==> src/rbt_pkg.sv <==
package rbt_pkg;

    // Operation codes
    localparam logic [1:0] OP_ADD     = 2'd0;
    localparam logic [1:0] OP_RELEASE = 2'd1;
    localparam logic [1:0] OP_LOOKUP  = 2'd2;

    // Status codes
    localparam logic [2:0] ST_HIT      = 3'd0;
    localparam logic [2:0] ST_INSERTED = 3'd1;
    localparam logic [2:0] ST_MISS     = 3'd2;
    localparam logic [2:0] ST_FULL     = 3'd3;
    localparam logic [2:0] ST_ZERO_KEY = 3'd4;
    localparam logic [2:0] ST_HELD     = 3'd5;
    localparam logic [2:0] ST_FREED    = 3'd6;

    // Slot index width carried along the chain (covers up to 256 slots)
    localparam int IDX_MAX_W = 8;
    localparam logic [7:0] REFS_MAX = 8'd255;

    typedef struct packed {
        logic [1:0]  operation;
        logic [31:0] key;
        logic        held_flag;
    } in_t;

    typedef struct packed {
        logic [2:0] status;
        logic [3:0] slot;
        logic [7:0] refs;
        logic [4:0] live_entries;
    } out_t;

    // Running search summary handed from cell to cell
    typedef struct packed {
        logic                 hit_found;
        logic [IDX_MAX_W-1:0] hit_idx;
        logic [7:0]           hit_refs;
        logic                 free_found;
        logic [IDX_MAX_W-1:0] free_idx;
    } chain_t;

    // Write-back controls broadcast to all cells
    typedef struct packed {
        logic inc;
        logic release_ref;
        logic insert;
    } ctrl_t;

endpackage

==> src/rbt_cell.sv <==
module rbt_cell #(
    parameter int KEY_BITS   = 32,
    parameter int CELL_INDEX = 0
) (
    input  logic                  clk,
    input  logic                  rst_n,
    input  logic                  eval,
    input  logic [KEY_BITS-1:0]   key_in,
    input  rbt_pkg::chain_t       chain_in,
    output rbt_pkg::chain_t       chain_out,
    input  rbt_pkg::ctrl_t        ctrl,
    input  logic [KEY_BITS-1:0]   wr_key
);
    import rbt_pkg::*;

    logic [KEY_BITS-1:0] key_reg;
    logic [7:0]          refs_reg;
    logic                valid_reg;
    logic                match_reg;
    logic                first_free_reg;

    logic match;
    logic first_free;
    logic [IDX_MAX_W-1:0] my_idx;

    assign my_idx = IDX_MAX_W'(CELL_INDEX);

    // Compare against the broadcast key and extend the chain summary
    always_comb
    begin
        match      = valid_reg && (key_reg == key_in);
        first_free = !valid_reg && !chain_in.free_found;
        chain_out  = chain_in;
        if (!chain_in.hit_found && match)
        begin
            chain_out.hit_found = 1'b1;
            chain_out.hit_idx   = my_idx;
            chain_out.hit_refs  = refs_reg;
        end
        if (first_free)
        begin
            chain_out.free_found = 1'b1;
            chain_out.free_idx   = my_idx;
        end
    end

    // Control state: valid bit and search marks
    always_ff @(posedge clk or negedge rst_n)
    begin
        if (!rst_n)
        begin
            valid_reg      <= 1'b0;
            match_reg      <= 1'b0;
            first_free_reg <= 1'b0;
        end
        else
        begin
            if (eval)
            begin
                match_reg      <= match;
                first_free_reg <= first_free;
            end
            if (ctrl.insert && first_free_reg)
                valid_reg <= 1'b1;
            else if (ctrl.release_ref && match_reg && refs_reg <= 8'd1)
                valid_reg <= 1'b0;
        end
    end

    // Entry payload
    always_ff @(posedge clk)
    begin
        if (ctrl.insert && first_free_reg)
        begin
            key_reg  <= wr_key;
            refs_reg <= 8'd1;
        end
        else if (ctrl.inc && match_reg)
        begin
            if (refs_reg != REFS_MAX)
                refs_reg <= refs_reg + 8'd1;
        end
        else if (ctrl.release_ref && match_reg)
        begin
            if (refs_reg != 8'd0)
                refs_reg <= refs_reg - 8'd1;
        end
    end

endmodule

==> src/refcounted_block_table.sv <==
// Reference-counted key table. Pulse start with an item while busy is low;
// the item is taken at that edge, busy is high for the following cycle, and
// the result appears on result with done high for exactly one cycle right
// after busy drops. The receiver cannot stall, so capture result whenever
// done is high. When an item is taken, the key compare in every slot cell
// and the lowest-hit / lowest-free search rippled along the cell chain are
// registered; the write state then writes the chosen cell back. A new item
// may be started in the same cycle its predecessor's done is high. Valid
// marks clear at reset; there is no clearing pass.
module refcounted_block_table #(
    parameter int TABLE_ENTRIES = 16,
    parameter int KEY_BITS      = 32
) (
    input  logic           clk,
    input  logic           rst_n,
    input  logic           start,
    output logic           busy,
    input  rbt_pkg::in_t   request,
    output logic           done,
    output rbt_pkg::out_t  result
);
    import rbt_pkg::*;

    localparam int LIVE_W = $clog2(TABLE_ENTRIES + 1);

    typedef enum logic {
        S_IDLE,
        S_WRITE
    } state_t;

    state_t state_reg;

    logic [1:0]           op_reg;
    logic [KEY_BITS-1:0]  key_reg;
    logic                 held_reg;
    logic                 hit_found_reg;
    logic [IDX_MAX_W-1:0] hit_idx_reg;
    logic [7:0]           hit_refs_reg;
    logic                 free_found_reg;
    logic [IDX_MAX_W-1:0] free_idx_reg;
    logic [LIVE_W-1:0]    live_reg;
    logic [LIVE_W-1:0]    live_next;
    out_t                 result_reg;
    out_t                 result_next;
    logic                 done_reg;

    logic                 accept;
    logic [63:0]          key_wide;
    logic [KEY_BITS-1:0]  key_in;
    chain_t               chain [0:TABLE_ENTRIES];
    ctrl_t                ctrl;
    logic [IDX_MAX_W-1:0] slot_sel;
    logic [7:0]           refs_dec;
    logic [31:0]          live_ext;

    assign accept   = start && !busy;
    assign busy     = (state_reg == S_WRITE);
    assign done     = done_reg;
    assign result   = result_reg;
    assign key_wide = 64'(request.key);
    assign key_in   = key_wide[KEY_BITS-1:0];
    assign chain[0] = '0;

    // Row of slot cells
    genvar gi;
    generate
        for (gi = 0; gi < TABLE_ENTRIES; gi++)
        begin : g_cell
            rbt_cell #(
                .KEY_BITS   (KEY_BITS),
                .CELL_INDEX (gi)
            ) u_cell (
                .clk       (clk),
                .rst_n     (rst_n),
                .eval      (accept),
                .key_in    (key_in),
                .chain_in  (chain[gi]),
                .chain_out (chain[gi+1]),
                .ctrl      (ctrl),
                .wr_key    (key_reg)
            );
        end
    endgenerate

    // Write-back decision and result
    always_comb
    begin
        ctrl        = '0;
        live_next   = live_reg;
        slot_sel    = '0;
        refs_dec    = (hit_refs_reg != 8'd0) ? hit_refs_reg - 8'd1 : 8'd0;
        result_next = '0;
        result_next.status = ST_MISS;
        if (key_reg == '0)
            result_next.status = ST_ZERO_KEY;
        else
        begin
            case (op_reg)
                OP_ADD:
                begin
                    if (held_reg)
                        result_next.status = ST_HELD;
                    else if (hit_found_reg)
                    begin
                        ctrl.inc           = 1'b1;
                        result_next.status = ST_HIT;
                        slot_sel           = hit_idx_reg;
                        result_next.refs   = (hit_refs_reg != REFS_MAX) ?
                                             hit_refs_reg + 8'd1 : REFS_MAX;
                    end
                    else if (free_found_reg)
                    begin
                        ctrl.insert        = 1'b1;
                        live_next          = live_reg + LIVE_W'(1);
                        result_next.status = ST_INSERTED;
                        slot_sel           = free_idx_reg;
                        result_next.refs   = 8'd1;
                    end
                    else
                        result_next.status = ST_FULL;
                end
                OP_RELEASE:
                begin
                    if (hit_found_reg)
                    begin
                        ctrl.release_ref = 1'b1;
                        slot_sel         = hit_idx_reg;
                        result_next.refs = refs_dec;
                        if (refs_dec == 8'd0)
                        begin
                            result_next.status = ST_FREED;
                            if (live_reg != '0)
                                live_next = live_reg - LIVE_W'(1);
                        end
                        else
                            result_next.status = ST_HIT;
                    end
                end
                OP_LOOKUP:
                begin
                    if (hit_found_reg)
                    begin
                        ctrl.inc           = 1'b1;
                        result_next.status = ST_HIT;
                        slot_sel           = hit_idx_reg;
                        result_next.refs   = (hit_refs_reg != REFS_MAX) ?
                                             hit_refs_reg + 8'd1 : REFS_MAX;
                    end
                end
                default:
                begin
                    result_next.status = ST_MISS;
                end
            endcase
        end
        if (state_reg != S_WRITE)
        begin
            ctrl      = '0;
            live_next = live_reg;
        end
        live_ext                 = 32'(live_next);
        result_next.slot         = slot_sel[3:0];
        result_next.live_entries = live_ext[4:0];
    end

    // Sequencer, live count and result strobe
    always_ff @(posedge clk or negedge rst_n)
    begin
        if (!rst_n)
        begin
            state_reg <= S_IDLE;
            live_reg  <= '0;
            done_reg  <= 1'b0;
        end
        else
        begin
            done_reg <= 1'b0;
            case (state_reg)
                S_IDLE:
                begin
                    if (start)
                        state_reg <= S_WRITE;
                end
                S_WRITE:
                begin
                    live_reg  <= live_next;
                    done_reg  <= 1'b1;
                    state_reg <= S_IDLE;
                end
                default:
                begin
                    state_reg <= S_IDLE;
                end
            endcase
        end
    end

    // Captured item, search summary and result payload
    always_ff @(posedge clk)
    begin
        if (accept)
        begin
            op_reg         <= request.operation;
            key_reg        <= key_in;
            held_reg       <= request.held_flag;
            hit_found_reg  <= chain[TABLE_ENTRIES].hit_found;
            hit_idx_reg    <= chain[TABLE_ENTRIES].hit_idx;
            hit_refs_reg   <= chain[TABLE_ENTRIES].hit_refs;
            free_found_reg <= chain[TABLE_ENTRIES].free_found;
            free_idx_reg   <= chain[TABLE_ENTRIES].free_idx;
        end
        if (state_reg == S_WRITE)
            result_reg <= result_next;
    end

    // Checks
    a_done_after_busy: assert property (@(posedge clk) disable iff (!rst_n)
        busy |=> done && !busy)
        else $error("result strobe missing after write cycle");

    a_accept_busy: assert property (@(posedge clk) disable iff (!rst_n)
        start && !busy |=> busy)
        else $error("accepted item did not enter write cycle");

    a_insert_refs: assert property (@(posedge clk) disable iff (!rst_n)
        done && result.status == ST_INSERTED |-> result.refs == 8'd1)
        else $error("inserted entry with count other than one");

    a_live_bound: assert property (@(posedge clk) disable iff (!rst_n)
        32'(live_reg) <= TABLE_ENTRIES)
        else $error("live count exceeds table size");

endmodule

==> config.mk <==
export PLATFORM = sky130hd
export DESIGN_NAME = refcounted_block_table
export DESIGN_NICKNAME = d
export VERILOG_FILES = /design/src/rbt_pkg.sv /design/src/rbt_cell.sv /design/src/refcounted_block_table.sv
export SDC_FILE = /design/constraint.sdc
export NUM_CORES = 1
export LEC_CHECK = 0
export BUFFER_PORTS_ARGS = -buffer_cell sky130_fd_sc_hd__buf_2
export CORE_ASPECT_RATIO = 1.75
export CORE_UTILIZATION = 40
export DETAILED_ROUTE_END_ITERATION = 7
export GPL_ROUTABILITY_DRIVEN = 0
export PLACE_DENSITY = 0.52
export SETUP_SLACK_MARGIN = 0.15
export SYNTH_ARGS = -nofsm -noshare
export SYNTH_HDL_FRONTEND = slang
export SYNTH_SLANG_ARGS = --single-unit
==> constraint.sdc <==
create_clock -name clk -period 3.8 [get_ports clk]
set_clock_uncertainty 0.15 [all_clocks]
set_input_delay 0 -clock clk [delete_from_list [all_inputs] [get_ports clk]]
set_output_delay 0 -clock clk [all_outputs]
set_load 0.005 [all_outputs]
==> results.json <==
{
  "worstSetupPathType": "flop to flop",
  "synth.distinct_cells": 100,
  "cp.depth": 14,
  "synth-edff-count": 585,
  "die-area_mm2": 0.0945,
  "critPathSlowestCell": "edfxtp_1",
  "nets": 3578,
  "grt_overflow": 0,
  "synth_area_leaders": "edfxtp_1, xnor2_1, dfxtp_1",
  "clock-sinks": 768,
  "insertion_delay_ns": 0.67,
  "firstDrtPassIters": 8,
  "vias": 26400,
  "worstHoldPathCells": 3,
  "worstPathRequired_ns": 4.15,
  "status": "finished, final reports clean",
  "core_mm2": 0.0921,
  "critical_path.startpoint": "g_cell[8].u_cell.key_reg[28]",
  "tightest_slew_ns": 0.722,
  "cp-end-kind": "flop",
  "layout-drive-gt1-share_pct": 17.5,
  "avgSynthCellArea_um2": 12.1,
  "reg2regPathDepth": 14,
  "mostFrequentLayoutCells": "edfxtp_1, xnor2_1, buf_4, xor2_1, nor2_1",
  "fillers": 8218,
  "cpMostUsedCell": "buf_4",
  "min_period_ns": 3.62,
  "placementRows": 147,
  "grt_pass1_vias": 26500,
  "final-setup-viol-count": 0,
  "cap_violations": 0,
  "crit_fanout": 10,
  "drc": 0,
  "antenna_found_initial": 1,
  "cts_tree": "yes",
  "grt_pass1_wl_mm": 183,
  "max_freq_mhz": 277,
  "largest_register_ffs": 512,
  "routedWlPerCell_um": 27.1,
  "final_util_pct": 48.1,
  "async_reset_ff_share_pct": 7.16,
  "yosysTopAreaCell": "edfxtp_1",
  "area_delta_synth_final_pct": 18.7,
  "synth-seq-cells": 768,
  "synth.top_cell.area_share_pct": 47.1,
  "critPathMaxStageDelay_ns": 0.39,
  "hold_path.class": "input pin to flop",
  "fin_crit_sh_pct": 95.2,
  "port_buffers": 59,
  "dp_slack_ns": -0.292,
  "rsz0062_at_grt": "no",
  "cp_cell_sequence": "xor2_1, nor4_2, buf_4, nand4_1, buf_4, or3_4, buf_6, nor2_1, a211oi_1, buf_4, nor2_1, a221oi_2, o2111a_1, o221ai_1",
  "final_hold_viol_count": 0,
  "yosysSeqAreaShare_pct": 57.6,
  "r2r_start": "g_cell[8].u_cell.key_reg[28]",
  "max_slew_margin_pct": 51.4,
  "drt_iter0_markers": 2067,
  "initial_core_util_pct": 40.5,
  "path_clk_slew_ns": 0.07,
  "reg2reg_setup_slack_ns": 0.18,
  "die_w_um": 233,
  "cts_buffer_depth": 3,
  "synth_area_mm2": 0.0373,
  "fin_tns_setup_ns": 0,
  "critPathCapture": "hit_refs_reg[6]",
  "cts-root-buf": "clkbuf_16",
  "routed_wl_mm": 128,
  "p_per_area_mw_per_mm2": 413,
  "grt_start_max_net_pins": 59,
  "worstPathArrival_ns": 3.97,
  "yosys_most_used_dff": "edfxtp_1",
  "synth_warnings": 0,
  "synth_fp_nets": 3196,
  "crit_family": "simple AND/OR/NAND/NOR gates",
  "slew_violations": 0,
  "htree_levels": 3,
  "syn-instance-count": 3085,
  "viasPerCell": 5.59,
  "dp_hpwl_mm": 92.4,
  "ir_drop_uv": 422,
  "power.leakage_nw": 15.7,
  "postLayoutSetupSlackWorst_ns": 0.183,
  "cp.buffers_inverters": 4,
  "die_y_um": 406,
  "boundaryPins": 60,
  "start_kind": "flop",
  "track_usage_pct": 27.3,
  "reg2reg_to": "hit_refs_reg[6]",
  "ant_nets": 0,
  "numCtsBuffers": 78,
  "final_common_cell": "edfxtp_1"
}
[tightest hold or removal path: stages]
cell           delay (ns)
dlygate4sd3_1        0.51
buf_2                0.18
buf_4                0.17
[cell type report]
class	count	area, um2	share of cell area (%)
clock buffers	99	2120	4.80
multi-input cells	2067	14500	32.7
diodes	1	2.50	0.00565
inverters	100	378	0.853
flip-flops and latches	768	21500	48.6
repair buffers	452	3870	8.74
clock inverters	45	435	0.983
well taps	1192	1490	3.37
[metrics by stage]
stage               instances  area [um2]  total power [mW]  hold WS [ns]
finish                   4724       44300              18.3         0.150
global route             4723       44300              18.7         0.157
CTS                      4718       44200              18.4         0.114
detailed placement       4527       41100              10.5        -0.100
global placement         4527       41100              10.5        -0.111
floorplan                3085       37300              9.98        -0.446
[Yosys cell counts (20+ instances only)]
cell        n
and3_1     40
dfxtp_1   128
buf_4      20
xnor2_1   324
o211ai_1   28
xor2_1    276
buf_6      51
buf_2      24
or3_1      61
edfxtp_1  585
dfrtp_1    55
nand3_1    64
a22oi_1    23
and2_1     22
ha_1       73
o21ai_0   115
nor4_1     89
nor3_1     75
mux2i_1    35
nand4_1   116
nor2_1    187
nand2_1   159
inv_1      83
nand2b_1   25
clkbuf_1   51
a21oi_1   146
[cell families (layout without fill, tap and decap cells)]
family / Yosys count / in the layout / share of synthesized area [%]
and+or+nand+nor: 908 / 908 / 13.1
DFF: 768 / 768 / 57.6
xor gates and xnor gates: 603 / 603 / 14.2
AOI/OAI and AO/OA: 435 / 435 / 7.28
buffers and inverters: 250 / 696 / 3.98
adders and majority gates: 73 / 73 / 2.45
muxes: 48 / 48 / 1.34
other: 0 / 1 / 0
[routing by layer]
layer	routed length, um	vias to the layer above	GRT usage (%)	part of all wire, %
li1	-	11900	-	-
met2	69600	875	51.7	54
met1	44000	13200	27.5	34
met3	4530	356	2.87	3.5
met4	10100	0	19.5	7.8
met5	0	-	0	0
[repair_timing]
item	4_1_cts	5_1_grt
endpoints found under the setup margin	13	34
pin swaps	3	10
hold buffers	42	0
hold endpoints to repair	142	0
gates resized for setup	13	16
setup buffers	5	5
[where the power goes]
part / internal [mW] / switching (mW) / total, mW
Clock: 4.41 / 3.48 / 7.89
Sequential: 9.12 / 0.0852 / 9.21
Combinational: 0.426 / 0.773 / 1.20
Total: 14.0 / 4.34 / 18.3
[worst min-delay path by stage]
stage	start	to
CTS	request[20]	key_reg[19]
global route	request[20]	key_reg[19]
finish	request[20]	key_reg[19]
floorplan	rst_n	busy
detailed placement	rst_n	live_reg[3]
global placement	rst_n	live_reg[3]
No activity file was read; power rests on OpenSTA's default activity.
